==> src/rtl/fea_pkg.sv <==
`timescale 1ns / 1ps
// ----------------------------------------------------------------------------
// fea_pkg: shared types and constants for the frame extract and restuff block
// Holds the request structs, the parser phase enum, status codes and the
// byte values used by the framer.
// ----------------------------------------------------------------------------
package fea_pkg;

  // Framing byte values.
  localparam logic [7:0] FLAG_BYTE = 8'h7E;
  localparam logic [7:0] END_BYTE  = 8'h7F;
  localparam logic [7:0] ESC_BYTE  = 8'h7D;
  localparam logic [7:0] ESC_FLAG  = 8'h5E;
  localparam logic [7:0] ESC_ESC   = 8'h5D;

  // Most result items one input request can cause.
  localparam int CMD_SLOTS = 3;

  // Depth of the queue between the parser and the output sequencer.
  localparam int QDEPTH = 4;
  localparam int QPTR_W = $clog2(QDEPTH);
  localparam int QCNT_W = $clog2(QDEPTH + 1);

  // Parser phases.
  typedef enum logic [2:0] {
    PH_HUNT,
    PH_SKIP,
    PH_LEN_HI,
    PH_LEN_LO,
    PH_PAYLOAD,
    PH_CRC,
    PH_END,
    PH_ERROR
  } phase_t;

  // Per-item frame status.
  typedef enum logic [1:0] {
    FS_CONT,
    FS_COMMIT,
    FS_ABORT
  } fstat_t;

  // Per-buffer status.
  typedef enum logic [1:0] {
    ST_OK,
    ST_TRUNC,
    ST_END,
    ST_LONG
  } bstat_t;

  // Input request.
  typedef struct packed {
    logic [7:0] in_byte;
    logic       last_in_buffer;
  } in_req_t;

  // Result request.
  typedef struct packed {
    logic [7:0] out_byte;
    logic       byte_valid;
    logic [1:0] frame_status;
    logic       buffer_done;
    logic [1:0] buffer_status;
    logic       last;
  } out_req_t;

  // One result item as planned by the parser.
  typedef struct packed {
    logic [7:0] data;
    logic       valid;
    fstat_t     fstat;
  } item_t;

  // Everything one input request causes, queued for the output sequencer.
  typedef struct packed {
    item_t [CMD_SLOTS-1:0] items;
    logic [1:0]            cnt;
    logic                  done;
    bstat_t                bstat;
  } cmd_t;

  // Append one item to a command.
  function automatic cmd_t add_item(cmd_t c, logic [7:0] d, logic v, fstat_t f);
    item_t it;
    it.data  = d;
    it.valid = v;
    it.fstat = f;
    case (c.cnt)
      2'd0: c.items[0] = it;
      2'd1: c.items[1] = it;
      2'd2: c.items[2] = it;
      default: c.items[0] = it;
    endcase
    c.cnt = c.cnt + 2'd1;
    return c;
  endfunction

endpackage

==> src/rtl/fea_front.sv <==
`timescale 1ns / 1ps
// ----------------------------------------------------------------------------
// fea_front: frame parser
// Accepts input bytes, tracks the frame layout and the buffer status, and
// turns each byte that causes result items into one command listing them.
// ----------------------------------------------------------------------------
module fea_front #(
  parameter int MAX_BUFFER_BYTES = 1024
) (
  input  logic            clk,
  input  logic            rst_n,
  input  logic            cfg_wr_en,
  input  logic            cfg_wr_data,
  input  logic            in_valid,
  output logic            in_stall,
  input  fea_pkg::in_req_t in_data,
  input  logic            q_full,
  output logic            q_push,
  output fea_pkg::cmd_t   q_cmd
);

  localparam int CNT_W = $clog2(MAX_BUFFER_BYTES + 2);
  localparam logic [CNT_W-1:0] MAX_CNT = CNT_W'(MAX_BUFFER_BYTES);

  logic             bypass_r;
  fea_pkg::phase_t  phase_r, phase_nxt;
  logic [15:0]      bl_r, bl_nxt;
  logic [15:0]      pl_r, pl_nxt;
  logic [CNT_W-1:0] cnt_r, cnt_nxt;
  logic             open_r, open_nxt;
  fea_pkg::bstat_t  err_r, err_nxt;
  logic             acc;
  logic [15:0]      len;
  fea_pkg::cmd_t    cmd;

  assign in_stall = q_full;
  assign acc      = in_valid && !in_stall;
  assign len      = {bl_r[15:8], in_data.in_byte};
  assign q_push   = acc && (cmd.cnt != 2'd0);
  assign q_cmd    = cmd;

  // Bypass register.
  always_ff @(posedge clk) begin
    if (!rst_n) begin
      bypass_r <= 1'b0;
    end else if (cfg_wr_en) begin
      bypass_r <= cfg_wr_data;
    end
  end

  // Parser state registers.
  always_ff @(posedge clk) begin
    if (!rst_n) begin
      phase_r <= fea_pkg::PH_HUNT;
      bl_r    <= '0;
      pl_r    <= '0;
      cnt_r   <= '0;
      open_r  <= 1'b0;
      err_r   <= fea_pkg::ST_OK;
    end else if (acc) begin
      phase_r <= phase_nxt;
      bl_r    <= bl_nxt;
      pl_r    <= pl_nxt;
      cnt_r   <= cnt_nxt;
      open_r  <= open_nxt;
      err_r   <= err_nxt;
    end
  end

  // Next parser state and the command for this byte.
  always_comb begin
    phase_nxt = phase_r;
    bl_nxt    = bl_r;
    pl_nxt    = pl_r;
    cnt_nxt   = cnt_r;
    open_nxt  = open_r;
    err_nxt   = err_r;
    cmd       = '0;

    if (bypass_r) begin
      // Drop the byte; abort an open frame and clear the buffer state.
      if (open_r) begin
        cmd = fea_pkg::add_item(cmd, 8'h00, 1'b0, fea_pkg::FS_ABORT);
      end
      phase_nxt = fea_pkg::PH_HUNT;
      bl_nxt    = '0;
      pl_nxt    = '0;
      cnt_nxt   = '0;
      open_nxt  = 1'b0;
      err_nxt   = fea_pkg::ST_OK;
    end else if (phase_r != fea_pkg::PH_ERROR) begin
      // Saturating byte count for the buffer.
      if (cnt_r <= MAX_CNT) begin
        cnt_nxt = cnt_r + 1'b1;
      end
      if (cnt_nxt > MAX_CNT) begin
        err_nxt   = fea_pkg::ST_LONG;
        phase_nxt = fea_pkg::PH_ERROR;
        if (open_nxt) begin
          cmd = fea_pkg::add_item(cmd, 8'h00, 1'b0, fea_pkg::FS_ABORT);
        end
        open_nxt = 1'b0;
      end else begin
        case (phase_r)
          fea_pkg::PH_HUNT: begin
            if (in_data.in_byte == fea_pkg::FLAG_BYTE) begin
              phase_nxt = fea_pkg::PH_SKIP;
            end
          end
          fea_pkg::PH_SKIP: begin
            phase_nxt = fea_pkg::PH_LEN_HI;
          end
          fea_pkg::PH_LEN_HI: begin
            bl_nxt    = {in_data.in_byte, 8'h00};
            phase_nxt = fea_pkg::PH_LEN_LO;
          end
          fea_pkg::PH_LEN_LO: begin
            bl_nxt = len;
            if (len < 16'd2) begin
              err_nxt   = fea_pkg::ST_TRUNC;
              phase_nxt = fea_pkg::PH_ERROR;
              if (open_nxt) begin
                cmd = fea_pkg::add_item(cmd, 8'h00, 1'b0, fea_pkg::FS_ABORT);
              end
              open_nxt = 1'b0;
            end else begin
              pl_nxt = len - 16'd2;
              if (pl_nxt != 16'd0) begin
                cmd       = fea_pkg::add_item(cmd, fea_pkg::FLAG_BYTE, 1'b1,
                                              fea_pkg::FS_CONT);
                open_nxt  = 1'b1;
                phase_nxt = fea_pkg::PH_PAYLOAD;
              end else begin
                phase_nxt = fea_pkg::PH_CRC;
              end
            end
          end
          fea_pkg::PH_PAYLOAD: begin
            // Byte stuffing of flag and escape values.
            if (in_data.in_byte == fea_pkg::FLAG_BYTE) begin
              cmd = fea_pkg::add_item(cmd, fea_pkg::ESC_BYTE, 1'b1, fea_pkg::FS_CONT);
              cmd = fea_pkg::add_item(cmd, fea_pkg::ESC_FLAG, 1'b1, fea_pkg::FS_CONT);
            end else if (in_data.in_byte == fea_pkg::ESC_BYTE) begin
              cmd = fea_pkg::add_item(cmd, fea_pkg::ESC_BYTE, 1'b1, fea_pkg::FS_CONT);
              cmd = fea_pkg::add_item(cmd, fea_pkg::ESC_ESC, 1'b1, fea_pkg::FS_CONT);
            end else begin
              cmd = fea_pkg::add_item(cmd, in_data.in_byte, 1'b1, fea_pkg::FS_CONT);
            end
            pl_nxt = pl_r - 16'd1;
            bl_nxt = bl_r - 16'd1;
            if (pl_nxt == 16'd0) begin
              phase_nxt = fea_pkg::PH_CRC;
            end
          end
          fea_pkg::PH_CRC: begin
            bl_nxt = bl_r - 16'd1;
            if (bl_nxt == 16'd0) begin
              phase_nxt = fea_pkg::PH_END;
            end
          end
          fea_pkg::PH_END: begin
            if (in_data.in_byte == fea_pkg::END_BYTE) begin
              if (open_r) begin
                cmd = fea_pkg::add_item(cmd, fea_pkg::FLAG_BYTE, 1'b1,
                                        fea_pkg::FS_COMMIT);
              end
              open_nxt  = 1'b0;
              phase_nxt = fea_pkg::PH_HUNT;
            end else begin
              err_nxt   = fea_pkg::ST_END;
              phase_nxt = fea_pkg::PH_ERROR;
              if (open_nxt) begin
                cmd = fea_pkg::add_item(cmd, 8'h00, 1'b0, fea_pkg::FS_ABORT);
              end
              open_nxt = 1'b0;
            end
          end
          default: begin
            phase_nxt = phase_r;
          end
        endcase
      end

      // The buffer ends inside a frame.
      if (in_data.last_in_buffer && phase_nxt != fea_pkg::PH_HUNT &&
          phase_nxt != fea_pkg::PH_ERROR) begin
        err_nxt   = fea_pkg::ST_TRUNC;
        phase_nxt = fea_pkg::PH_ERROR;
        if (open_nxt) begin
          cmd = fea_pkg::add_item(cmd, 8'h00, 1'b0, fea_pkg::FS_ABORT);
        end
        open_nxt = 1'b0;
      end
    end

    // Report on the final byte of the buffer and clear the buffer state.
    if (in_data.last_in_buffer) begin
      if (cmd.cnt == 2'd0) begin
        cmd = fea_pkg::add_item(cmd, 8'h00, 1'b0, fea_pkg::FS_CONT);
      end
      cmd.done  = 1'b1;
      cmd.bstat = bypass_r ? fea_pkg::ST_OK : err_nxt;
      phase_nxt = fea_pkg::PH_HUNT;
      bl_nxt    = '0;
      pl_nxt    = '0;
      cnt_nxt   = '0;
      open_nxt  = 1'b0;
      err_nxt   = fea_pkg::ST_OK;
    end
  end

  // An error phase always carries a latched error code.
  a_err_code: assert property (@(posedge clk) disable iff (!rst_n)
    (phase_r == fea_pkg::PH_ERROR) |-> (err_r != fea_pkg::ST_OK))
    else $error("error phase without an error code");

  // An opening flag is outstanding only while a frame body is parsed.
  a_open_phase: assert property (@(posedge clk) disable iff (!rst_n)
    open_r |-> (phase_r == fea_pkg::PH_PAYLOAD || phase_r == fea_pkg::PH_CRC ||
                phase_r == fea_pkg::PH_END))
    else $error("opening flag outstanding outside a frame body");

endmodule

==> src/rtl/fea_queue.sv <==
`timescale 1ns / 1ps
// ----------------------------------------------------------------------------
// fea_queue: command queue
// Short first-in first-out queue that decouples the parser from the output
// sequencer, so that each side can stall on its own.
// ----------------------------------------------------------------------------
module fea_queue (
  input  logic          clk,
  input  logic          rst_n,
  input  logic          push,
  input  fea_pkg::cmd_t push_cmd,
  output logic          full,
  input  logic          pop,
  output logic          empty,
  output fea_pkg::cmd_t head
);

  fea_pkg::cmd_t                 mem_r [fea_pkg::QDEPTH];
  logic [fea_pkg::QPTR_W-1:0]    wr_r, wr_nxt;
  logic [fea_pkg::QPTR_W-1:0]    rd_r, rd_nxt;
  logic [fea_pkg::QCNT_W-1:0]    cnt_r, cnt_nxt;
  logic                          do_push;
  logic                          do_pop;

  assign full    = (cnt_r == fea_pkg::QCNT_W'(fea_pkg::QDEPTH));
  assign empty   = (cnt_r == '0);
  assign head    = mem_r[rd_r];
  assign do_push = push && !full;
  assign do_pop  = pop && !empty;

  // Pointer and fill count updates.
  always_comb begin
    wr_nxt  = do_push ? wr_r + 1'b1 : wr_r;
    rd_nxt  = do_pop ? rd_r + 1'b1 : rd_r;
    cnt_nxt = cnt_r;
    if (do_push && !do_pop) begin
      cnt_nxt = cnt_r + 1'b1;
    end else if (do_pop && !do_push) begin
      cnt_nxt = cnt_r - 1'b1;
    end
  end

  always_ff @(posedge clk) begin
    if (!rst_n) begin
      wr_r  <= '0;
      rd_r  <= '0;
      cnt_r <= '0;
    end else begin
      wr_r  <= wr_nxt;
      rd_r  <= rd_nxt;
      cnt_r <= cnt_nxt;
    end
  end

  // Queue storage.
  always_ff @(posedge clk) begin
    if (do_push) begin
      mem_r[wr_r] <= push_cmd;
    end
  end

  // The parser never offers a command while the queue is full.
  a_no_overflow: assert property (@(posedge clk) disable iff (!rst_n)
    !(push && full))
    else $error("command pushed into a full queue");

endmodule

==> src/rtl/fea_back.sv <==
`timescale 1ns / 1ps
// ----------------------------------------------------------------------------
// fea_back: output sequencer
// Walks the head command's items, one a cycle while the receiver does not
// stall, into the registered result port and tags each request's last item.
// ----------------------------------------------------------------------------
module fea_back (
  input  logic              clk,
  input  logic              rst_n,
  input  logic              q_empty,
  input  fea_pkg::cmd_t     q_head,
  output logic              q_pop,
  output logic              out_valid,
  input  logic              out_stall,
  output fea_pkg::out_req_t out_data
);

  logic              out_valid_r, out_valid_nxt;
  fea_pkg::out_req_t out_data_r, out_data_nxt;
  logic [1:0]        idx_r, idx_nxt;
  logic              adv;
  logic              is_last;
  fea_pkg::item_t    cur;

  assign out_valid = out_valid_r;
  assign out_data  = out_data_r;
  assign adv       = !out_valid_r || !out_stall;
  assign is_last   = (idx_r == q_head.cnt - 2'd1);

  // Pick the current item of the head command.
  always_comb begin
    case (idx_r)
      2'd0: cur = q_head.items[0];
      2'd1: cur = q_head.items[1];
      2'd2: cur = q_head.items[2];
      default: cur = q_head.items[0];
    endcase
  end

  // Load the output register and step through the command.
  always_comb begin
    out_valid_nxt = out_valid_r;
    out_data_nxt  = out_data_r;
    idx_nxt       = idx_r;
    q_pop         = 1'b0;
    if (adv) begin
      out_valid_nxt = !q_empty;
      if (!q_empty) begin
        out_data_nxt.out_byte      = cur.data;
        out_data_nxt.byte_valid    = cur.valid;
        out_data_nxt.frame_status  = cur.fstat;
        out_data_nxt.buffer_done   = is_last && q_head.done;
        out_data_nxt.buffer_status = (is_last && q_head.done) ? q_head.bstat
                                                              : fea_pkg::ST_OK;
        out_data_nxt.last          = is_last;
        if (is_last) begin
          idx_nxt = 2'd0;
          q_pop   = 1'b1;
        end else begin
          idx_nxt = idx_r + 2'd1;
        end
      end
    end
  end

  always_ff @(posedge clk) begin
    if (!rst_n) begin
      out_valid_r <= 1'b0;
      idx_r       <= 2'd0;
    end else begin
      out_valid_r <= out_valid_nxt;
      idx_r       <= idx_nxt;
    end
  end

  always_ff @(posedge clk) begin
    out_data_r <= out_data_nxt;
  end

  // A buffer report always closes the items of its request.
  a_done_last: assert property (@(posedge clk) disable iff (!rst_n)
    (out_valid_r && out_data_r.buffer_done) |-> out_data_r.last)
    else $error("buffer report on an item that is not the last");

  // Queued commands are never empty.
  a_cmd_nonempty: assert property (@(posedge clk) disable iff (!rst_n)
    !q_empty |-> (q_head.cnt != 2'd0))
    else $error("empty command in the queue");

  // The item index stays inside the head command.
  a_idx_range: assert property (@(posedge clk) disable iff (!rst_n)
    !q_empty |-> (idx_r < q_head.cnt))
    else $error("item index beyond the head command");

endmodule

==> src/rtl/frame_extract_and_restuff.sv <==
`timescale 1ns / 1ps
// Path: an accepted input byte is written into the command queue, and its first result
// item then moves to the registered result port; further items follow one a cycle
// while the receiver does not stall. Throughput: one input byte per cycle while each
// byte makes one result item and the receiver does not stall; the single-byte output
// port sets the rate, as a stuffed payload byte makes two items and an abort adds one.
// Reset: synchronous active-low rst_n clears the parser, the queue, the output
// port and the bypass register; no clearing pass is needed.
// ----------------------------------------------------------------------------
// frame_extract_and_restuff: streaming frame parser and byte-stuffing framer
// Parser front end, command queue and output sequencer, with a one-bit
// bypass configuration register.
// ----------------------------------------------------------------------------
module frame_extract_and_restuff #(
  parameter int MAX_BUFFER_BYTES = 1024
) (
  input  logic              clk,
  input  logic              rst_n,
  input  logic              cfg_wr_en,
  input  logic              cfg_wr_data,
  input  logic              in_valid,
  output logic              in_stall,
  input  fea_pkg::in_req_t  in_data,
  output logic              out_valid,
  input  logic              out_stall,
  output fea_pkg::out_req_t out_data
);

  logic          q_full;
  logic          q_push;
  logic          q_pop;
  logic          q_empty;
  fea_pkg::cmd_t q_cmd;
  fea_pkg::cmd_t q_head;

  // Parser.
  fea_front #(
    .MAX_BUFFER_BYTES(MAX_BUFFER_BYTES)
  ) u_front (
    .clk        (clk),
    .rst_n      (rst_n),
    .cfg_wr_en  (cfg_wr_en),
    .cfg_wr_data(cfg_wr_data),
    .in_valid   (in_valid),
    .in_stall   (in_stall),
    .in_data    (in_data),
    .q_full     (q_full),
    .q_push     (q_push),
    .q_cmd      (q_cmd)
  );

  // Command queue.
  fea_queue u_queue (
    .clk     (clk),
    .rst_n   (rst_n),
    .push    (q_push),
    .push_cmd(q_cmd),
    .full    (q_full),
    .pop     (q_pop),
    .empty   (q_empty),
    .head    (q_head)
  );

  // Output sequencer.
  fea_back u_back (
    .clk      (clk),
    .rst_n    (rst_n),
    .q_empty  (q_empty),
    .q_head   (q_head),
    .q_pop    (q_pop),
    .out_valid(out_valid),
    .out_stall(out_stall),
    .out_data (out_data)
  );

endmodule

==> config.mk <==
export PLATFORM = sky130hd
export DESIGN_NAME = frame_extract_and_restuff
export DESIGN_NICKNAME = d
export VERILOG_FILES = /design/src/rtl/fea_pkg.sv /design/src/rtl/fea_front.sv /design/src/rtl/fea_queue.sv /design/src/rtl/fea_back.sv /design/src/rtl/frame_extract_and_restuff.sv
export SDC_FILE = /design/constraint.sdc
export NUM_CORES = 1
export LEC_CHECK = 0
export BUFFER_PORTS_ARGS = -buffer_cell sky130_fd_sc_hd__buf_4
export CORE_ASPECT_RATIO = 0.75
export CORE_UTILIZATION = 50
export DETAILED_ROUTE_END_ITERATION = 8
export GPL_TIMING_DRIVEN = 0
export PLACE_DENSITY = 0.69
export SLEW_MARGIN = 20
export SYNTH_ARGS = -nofsm -noshare
export SYNTH_HDL_FRONTEND = slang
export SYNTH_HIERARCHICAL = 1
export SYNTH_SLANG_ARGS = --single-unit
==> constraint.sdc <==
create_clock -name clk -period 9.6 [get_ports clk]
set_clock_uncertainty 0.2 [all_clocks]
set_input_delay 1.92 -clock clk [delete_from_list [all_inputs] [get_ports clk]]
set_output_delay 1.92 -clock clk [all_outputs]
set_load 0.02 [all_outputs]
* After elaboration in Yosys (flattened, before gate mapping)
Memory sizes are Yosys's and may differ from the RTL's. A register that Yosys moved wholly into a read port is not among the register bits. Index checks and enable logic that the tools add are counted. W data, S select, Z words.
Word-level totals: bits in read-only memories 0, memories 1, bits in writable memories 152, latch bits 0, logic and storage cells 179, output and inout bits 17, bits in registers 75
Memory list:
- u_queue.mem_r | depth 4, width 38, rd ports 1, clocked after Yosys merged registers in 1, wr ports 1, RTL line fea_queue.sv:18 | fea_pkg::cmd_t mem_r [fea_pkg::QDEPTH];
Operators by class: shifts and indexed selects 0, bitwise gates (word level) 1, $add $sub $neg 12, divide/modulo/power cells 0, $lt $le $gt $ge 3, reductions and logical operators 37, mux-type cells 84, $mul 0, equality and inequality tests 22
Operator list (count):
- $mux W38 | 11
- $mux W16 | 9
- $mux W11 | 12
- $pmux W38 S3 | 1
- $pmux W16 S3 | 1
- $mux W15 | 3
- $mux W3 | 14
- $logic_not A16 Y1 | 2
- $pmux W16 S2 | 1
- $sub A16 B1 Y16 const B | 2
- $mux W26 | 1
- $eq A8 B7 Y1 const B | 3
- $mux W2 | 11
- $pmux W11 S2 | 1
- $pmux W3 S7 | 1
- $lt A16 B2 Y1 const B | 1
- $reduce_bool A16 Y1 | 1
- $sub A16 B2 Y16 const B | 1
- $mux W1 | 15
- $eq A3 B3 Y1 const B | 4
- $add A11 B1 Y11 const B | 1
- $gt A11 B11 Y1 const B | 1
- $le A11 B11 Y1 const B | 1
- $add A2 B1 Y2 const B | 5
- 28 further kinds | 56

* Depth between registers and ports, before layout
Gate-level depths: netlist of the first run.
depth after elaboration 27, depth in mapped cells 26, depth with buffers taken out 25

* Cells and area by module
Netlist of the first run, hierarchy kept.
By module, submodules not included:
- fea_queue | sequential area each 4744.6 um2, area an instance 5980.7 um2, times used 1, cells each 246
- fea_front | sequential area each 1001.0 um2, area an instance 4644.5 um2, times used 1, cells each 662
- fea_back | sequential area each 510.5 um2, area an instance 858.3 um2, times used 1, cells each 77

* Least setup slack after synthesis of the first run
Ideal clock, no wire load.
path type input port to flip-flop, from input port in_data[3] (netlist name), to memory u_queue/mem_r[0][0] (netlist name), enable pin, cell stages on the path 20, data arrival time 6.626 ns, library setup time 0.399 ns, path slack 2.375 ns, cells stage by stage clkbuf_1 inv_1 ha_1 or4b_1 nor4b_1 o32ai_1 nor4_2 o21ai_0 a22o_1 ha_1 a2111oi_2 mux2i_2 ha_1 nand2_1 nor2_1 o2bb2ai_1 a31oi_1 nor2b_1 buf_2 and2_1
On the way: cells in the longest elaborated chain, start to end 22, elaborated cells on any way between the ends 47, classes of those cells add/sub: 3; order compare: 1; eq/ne: 4; mux: 31; reduce/logical: 8
RTL lines:
- start, declared | RTL line frame_extract_and_restuff.sv:23 | input fea_pkg::in_req_t in_data,
- branches (longest 11 deep; another with $sub A16 B2 Y16)
- $mux W38 (*) | RTL line fea_front.sv:185 | if (in_data.last_in_buffer && phase_nxt != fea_pkg::PH_HUNT &&
- $mux W38 (*) | RTL line fea_front.sv:91 | end else if (phase_r != fea_pkg::PH_ERROR) begin
- $mux W38 (*) | RTL line fea_front.sv:80 | if (bypass_r) begin
- $add A2 B1 Y2 / $logic_not A2 Y1 (equally long branches) | RTL line fea_pkg.sv:94, fea_front.sv:198
- $mux W38 | RTL line fea_front.sv:198 | if (cmd.cnt == 2'd0) begin
- $mux W38 (*) | RTL line fea_front.sv:197 | if (in_data.last_in_buffer) begin
- $reduce_bool A2 Y1 (*) | RTL line fea_front.sv:39 | assign q_push = acc && (cmd.cnt != 2'd0);
- $logic_and A1 B1 Y1 (*) | RTL line fea_front.sv:39
- via q_push | RTL line frame_extract_and_restuff.sv:30 | logic q_push;
- $logic_and A1 B1 Y1 (*) | RTL line fea_queue.sv:28 | assign do_push = push && !full;
- via u_queue.do_push | RTL line fea_queue.sv:22 | logic do_push;
- $mux W1 (*) | RTL line fea_queue.sv:57 | if (do_push) begin
- $mux W1 (implied by the code) (*) | RTL line fea_queue.sv:58 | mem_r[wr_r] <= push_cmd;
- end, declared | RTL line fea_queue.sv:18
Mark *: on every way through the listed nets, which the timed path passes. The select of a mux whose other input is x is not followed.

* Worst setup path after layout of the first run
from input port in_data[3] (netlist name), to register u_queue/cnt_r[2] (netlist name)
On the way: cells in the longest elaborated chain, start to end 23, elaborated cells on any way between the ends 50, classes of those cells add/sub: 3; order compare: 1; eq/ne: 4; mux: 30; reduce/logical: 12
RTL lines:
- branches (longest 11 deep; another with $sub A16 B2 Y16)
- $mux W38 (*) | RTL line fea_front.sv:185
- $mux W38 (*) | RTL line fea_front.sv:91
- $mux W38 (*) | RTL line fea_front.sv:80
- $add A2 B1 Y2 / $logic_not A2 Y1 (equally long branches) | RTL line fea_pkg.sv:94, fea_front.sv:198
- $mux W38 | RTL line fea_front.sv:198
- $mux W38 (*) | RTL line fea_front.sv:197
- $reduce_bool A2 Y1 (*) | RTL line fea_front.sv:39
- $logic_and A1 B1 Y1 (*) | RTL line fea_front.sv:39
- via q_push | RTL line frame_extract_and_restuff.sv:30
- $logic_and A1 B1 Y1 (*) | RTL line fea_queue.sv:28
- via u_queue.do_push | RTL line fea_queue.sv:22
- $logic_not A1 Y1 | RTL line fea_queue.sv:38 | end else if (do_pop && !do_push) begin
- $logic_and A1 B1 Y1 | RTL line fea_queue.sv:38
- $reduce_bool A2 Y1 (no source line)
- end signal, assigned | RTL line fea_queue.sv:51 | cnt_r <= cnt_nxt;
- end, declared | RTL line fea_queue.sv:21 | logic [fea_pkg::QCNT_W-1:0] cnt_r, cnt_nxt;
Marked as above. A chain may end at the register's enable or synchronous reset.

==> impl_metrics.ini, run 1 <==
[layout]
register_area_mm2 = 0.006256
n_fill_cell = 1837
syn_to_final_growth_pct = 12.82
mostFrequentLayoutCells = edfxtp_1, nand2_1, a21oi_1, nor2_1, dfxtp_1
diodes = 0
drive_above_1_share_pct = 15.76
multiInputGateArea_mm2 = 0.004760
layout_commonest_cell = edfxtp_1
nets = 1090

[drt]
dr.first_iter.drc_count = 917
drt_pre_antenna_iters = 6
wl_um = 27220
drc = 0
ant_nets = 0
vias = 8226
routed_via_density = 6.022
wl_per_cell_um = 19.92

[placement]
gp_congestion = 0.9109
numPortBuffers = 27
hpwl_um = 18590

[grt]
grt_pass1_wl_um = 43140
antenna_found_initial = 0
grt_pass1_vias = 7667
grt_max_degree = 28
grt_usage_pct = 23.65
overflow = 0

[clock_network]
clk_path_buf_depth = 3
cts_made_buffers = 23
cts_tree = done
root_buffer = clkbuf_16
post-cts-setup-buffers = 0
h-tree-depth = 1
cts_hold_buf = 0
insertion_delay_ps = 520
clkTransAtPathRegs_ps = 60
cts_resized = 0
clkSinkCount = 229

[timing]
rsz0062_at_grt = no
fin_crit_sh_pct = 78.78
tightest_slew_ps = 1042
final-hold-violation-count = 0
max_freq_mhz = 132.2
setup_violations = 0
slew_violations = 0
fin_crit_ps = 7563
fin_setup_tns_ps = 0
whs_ps = 292.7
maxSlewHeadroom_pct = 29.97

[setup_path]
endpoint_kind = register
rrSetupSlack_ps = 3010
cp.required_ps = 9840
worstSetupStartpointType = input port
critPathLaunch = in_data[3]
cp.arrival_ps = 7800
r2r-start = u_front/cnt_r[0]
crit_path_max_fanout = 9
path_class = in2reg

[die]
boundaryPins = 32
initial_utilization_pct = 51.52
die_height_um = 133.2
rows = 47
fp.dieW_um = 177.0
die-area_mm2 = 0.02358
coreArea_mm2 = 0.02229

[synth]
ys_async_sr_fraction_pct = 0
syn_area_mm2 = 0.01148
yosysWarningCount = 6
synthCells = 985
synth_edf_count = 167
synth_flop_cell = edfxtp_1
yosysSeqAreaShare_pct = 54.48
ys_ff_latch = 229
synth_cell_types = 90
syn_avg_cell_area_um2 = 11.66

[hold_path]
hold_start = u_front/err_r[1]
hold_path_class = reg2reg

[power_and_ir_drop]
p_leak_nw = 4.383
cellPowerDensity_mw_per_mm2 = 217.2
ir_worst_vdd_uv = 121.5

[status]
outcome = finished, final reports clean

[flow_run]
drv_cap = 0
## path summary, 6_finish.rpt
check / end / cells after the start
worst max-delay path: u_queue/cnt_r[2] / 25
worst min-delay path: u_front/err_r[1] / 2
worst max register to register: u_queue/cnt_r[2] / 24
worst min register to register: u_front/err_r[1] / 2
## metal layers
metal  wire (um)  vias up  GRT usage (%)
met5           0        -              0
met4         436        0          5.172
met3        2306       39          5.365
met2       11650      357          33.57
met1       12830     3987          36.69
li1            -     3843              -
## report_power, final
| part | leakage (nW) | internal (mW) | switching (mW) | total [mW] |
|---|---|---|---|---|
| Combinational | 1.99 | 0.277 | 0.422 | 0.699 |
| Sequential | 2.03 | 1.18 | 0.0494 | 1.23 |
| Clock | 0.364 | 0.501 | 0.381 | 0.882 |
## critical path: stages
cell and delay, ps:
clkbuf_1 200, inv_1 150, ha_1 340, or4b_1 510
nor4b_1 320, o32ai_1 170, nor4_2 480, o21ai_0 160
a22o_1 230, ha_1 370, a2111oi_2 390, mux2i_2 190
ha_1 290, nand2_1 100, nor2_1 90, o2bb2ai_1 130
a31oi_1 170, nor2b_1 130, buf_2 180, ha_1 200
inv_1 60, fa_1 380, xor2_1 170, or3_1 290
a21boi_0 150
## kinds of logic after synthesis
group / Yosys count / synth area share [%]
buffers and inverters: 108 / 4.598
AO/OA/AOI/OAI: 228 / 13.17
AND/OR/NAND/NOR: 315 / 14.32
flip-flops: 229 / 54.48
other: 1 / 0.03266
XOR/XNOR: 36 / 2.746
adder cells (fa/ha/maj): 20 / 2.245
multiplexers: 48 / 8.411
## Yosys cell counts, drive strengths merged (19+ instances only)
cell type	n	area, um2
ha	19	237.7
clkbuf	47	176.4
inv	31	116.4
nor2	64	240.2
nand3	21	105.1
xnor2	20	175.2
buf	30	235.2
a21oi	70	365.4
nor3	27	135.1
mux4	38	855.8
nand2	89	336.6
edfxtp	167	5015
o21ai	53	265.3
dfxtp	62	1241
## flip-flops by register name (all words and copies together), names as in the netlist, named ones only
name / count
u_front/bypass_r: 1
u_back/idx_r: 2
u_queue/wr_r: 2
u_front/err_r: 2
u_front/phase_r: 3
u_front/open_r: 1
u_front/bl_r: 16
u_front/pl_r: 16
u_queue/cnt_r: 3
u_back/out_data: 15
u_front/cnt_r: 11
u_queue/mem_r: 152
u_queue/rd_r: 2
u_back/out_valid: 1
## final cells by class
| class | count | area share (%) |
|---|---|---|
| Clock buffer | 26 | 4.529 |
| Multi-Input combinational cell | 660 | 36.74 |
| Timing Repair Buffer | 33 | 2.366 |
| Sequential cell | 229 | 48.29 |
| Tap cell | 294 | 2.839 |
| Clock inverter | 16 | 1.169 |
| Inverter | 31 | 0.8981 |
| Buffer | 77 | 3.177 |
## metrics by stage
stage	std cells	total power [mW]	area (um2)	worst slack [ps]	util (%)
finish	1366	2.814	12960	2037	58.13
global route	1366	2.945	12960	1679	58.13
CTS	1366	2.834	12960	2118	58.13
detailed placement	1324	1.948	12220	1579	54.82
global placement	1318	1.921	12100	909.6	54.29
floorplan	997	1.715	11530	2375	-
(Power assumes the default switching activity.)
==> run 2, diff against run 1 <==
Settings changed: PLACE_DENSITY 0.69 to 0.72.
Clock period 9.6 ns to 6.9 ns, I/O delays scaled along.
==> impl_metrics.ini, run 2 (synthesized netlist as in run 1, its figures left out) <==
[drt]
wl_per_cell_um = 19.69
dr.first_iter.drc_count = 911
ant_nets = 0
wl_um = 26980
drt_pre_antenna_iters = 6
vias = 8272
drc = 0
routed_via_density = 6.038

[layout]
top_register = u_queue/mem_r
layout_commonest_cell = edfxtp_1
drive_above_1_share_pct = 16.17
mostFrequentLayoutCells = edfxtp_1, nand2_1, a21oi_1, nor2_1, dfxtp_1
reg.largest.list = u_queue/mem_r x152, u_front/bl_r x16, u_front/pl_r x16
syn_to_final_growth_pct = 13.27
diodes = 0
largest_register_ffs = 152
nets = 1095
n_fill_cell = 1817
stdcell_area_mm2 = 0.01301

[die]
fp.dieW_um = 177.0
rows = 47
die_height_um = 133.2
boundaryPins = 32
coreArea_mm2 = 0.02229
die-area_mm2 = 0.02358
initial_utilization_pct = 51.52

[clock_network]
clkTransAtPathRegs_ps = 60
clkSinkCount = 229
clk_path_buf_depth = 3
cts_made_buffers = 23
cts_tree = done
h-tree-depth = 1
root_buffer = clkbuf_16
insertion_delay_ps = 520

[setup_path]
endpoint_kind = register
path_class = in2reg
cp.required_ps = 7130
worstSetupStartpointType = input port
crit_path_max_fanout = 10
cp.arrival_ps = 6810

[timing]
final-hold-violation-count = 0
tightest_slew_ps = 918.1
setup_slack_ps = 323.4
slew_violations = 0
fin_crit_sh_pct = 95.31
max_freq_mhz = 152.1
fin_crit_ps = 6577
setup_violations = 0
maxSlewHeadroom_pct = 38.32

[grt]
antenna_found_initial = 0
grt_pass1_vias = 7715
overflow = 0
grt_max_degree = 29
grt_usage_pct = 23.09
grt_pass1_wl_um = 42560

[power_and_ir_drop]
p_leak_nw = 4.398
ir_worst_vdd_uv = 176.1
cellPowerDensity_mw_per_mm2 = 299.9

[placement]
place_ws_ps = -483.5
post_dp_cell_area_mm2 = 0.01222
numPortBuffers = 27
gp_congestion = 0.9391
hpwl_um = 18770

[flow_run]
drv_cap = 0

[hold_path]
hold_path_class = reg2reg

[status]
outcome = finished, final reports clean
==> run 2: metal layers <==
metal | up-vias | wire length [um] | global-route usage, % | share of wire, %
li1 | 3858 | - | - | -
met1 | 4043 | 12530 | 35.39 | 46
met2 | 339 | 11780 | 34.09 | 44
met3 | 32 | 2244 | 4.081 | 8.3
met4 | 0 | 425 | 5.077 | 1.6
met5 | - | 0 | 0 | 0
==> run 2: worst paths after layout <==
path         slack [ps]             start                to  cells past startpoint
min reg2reg         280  u_front/err_r[1]  u_front/err_r[1]                      2
max                 320        in_data[4]  u_queue/cnt_r[2]                     24
max reg2reg         610  u_front/cnt_r[0]  u_queue/cnt_r[2]                     26
min                 280  u_front/err_r[1]  u_front/err_r[1]                      2
==> run 2: metrics by stage <==
stage	power [mW]	utilization [%]	setup TNS (ps)	hold slack, ps	instances
6_report	3.901	58.36	0	277.6	1370
5_1_grt	4.069	58.36	-13.86	306.6	1370
4_1_cts	3.925	58.05	0	280.9	1365
3_5_place_dp	2.710	54.82	-19050	272.9	1324
3_3_place_gp	2.665	54.29	-179790	254.4	1318
2_1_floorplan	2.386	-	0	245.0	997
==> run 2: report_power, final <==
group          internal, mW  switching (mW)
clock                 0.693           0.520
sequential             1.65          0.0684
combinational         0.387           0.585
==> run 2: layout make-up <==
type | count | area (um2) | area share, %
flip-flops and latches | 229 | 6256 | 48.10
multi-input cells | 660 | 4790 | 36.82
clock buffers | 28 | 594.3 | 4.569
plain buffers | 77 | 412.9 | 3.174
well taps | 294 | 367.9 | 2.828
repair buffers | 38 | 344.1 | 2.645
clock inverters | 13 | 126.4 | 0.9715
inverters | 31 | 116.4 | 0.8946
==> run 2: critical path, cell delays in order <==
cell and delay, ps:
buf_4 130, clkbuf_1 300, nor4_4 370, nand4_1 340, xnor2_1 490, nor4_4 130, buf_4 160, o31ai_1 560
and3b_1 330, mux2i_1 160, and2_1 200, ha_1 210, nand2_1 90, nor2_1 90, o2bb2ai_1 130, a31oi_1 160
nor2b_1 130, buf_2 180, ha_1 190, inv_1 60, fa_1 370, xor2_1 180, or3_1 290, a21boi_0 150
==> run 2: what timing repair did <==
action	in CTS	in global routing
endpoints found under the setup margin	0	132
buffers inserted	0	5
hold buffers	0	0
resized for setup	0	6
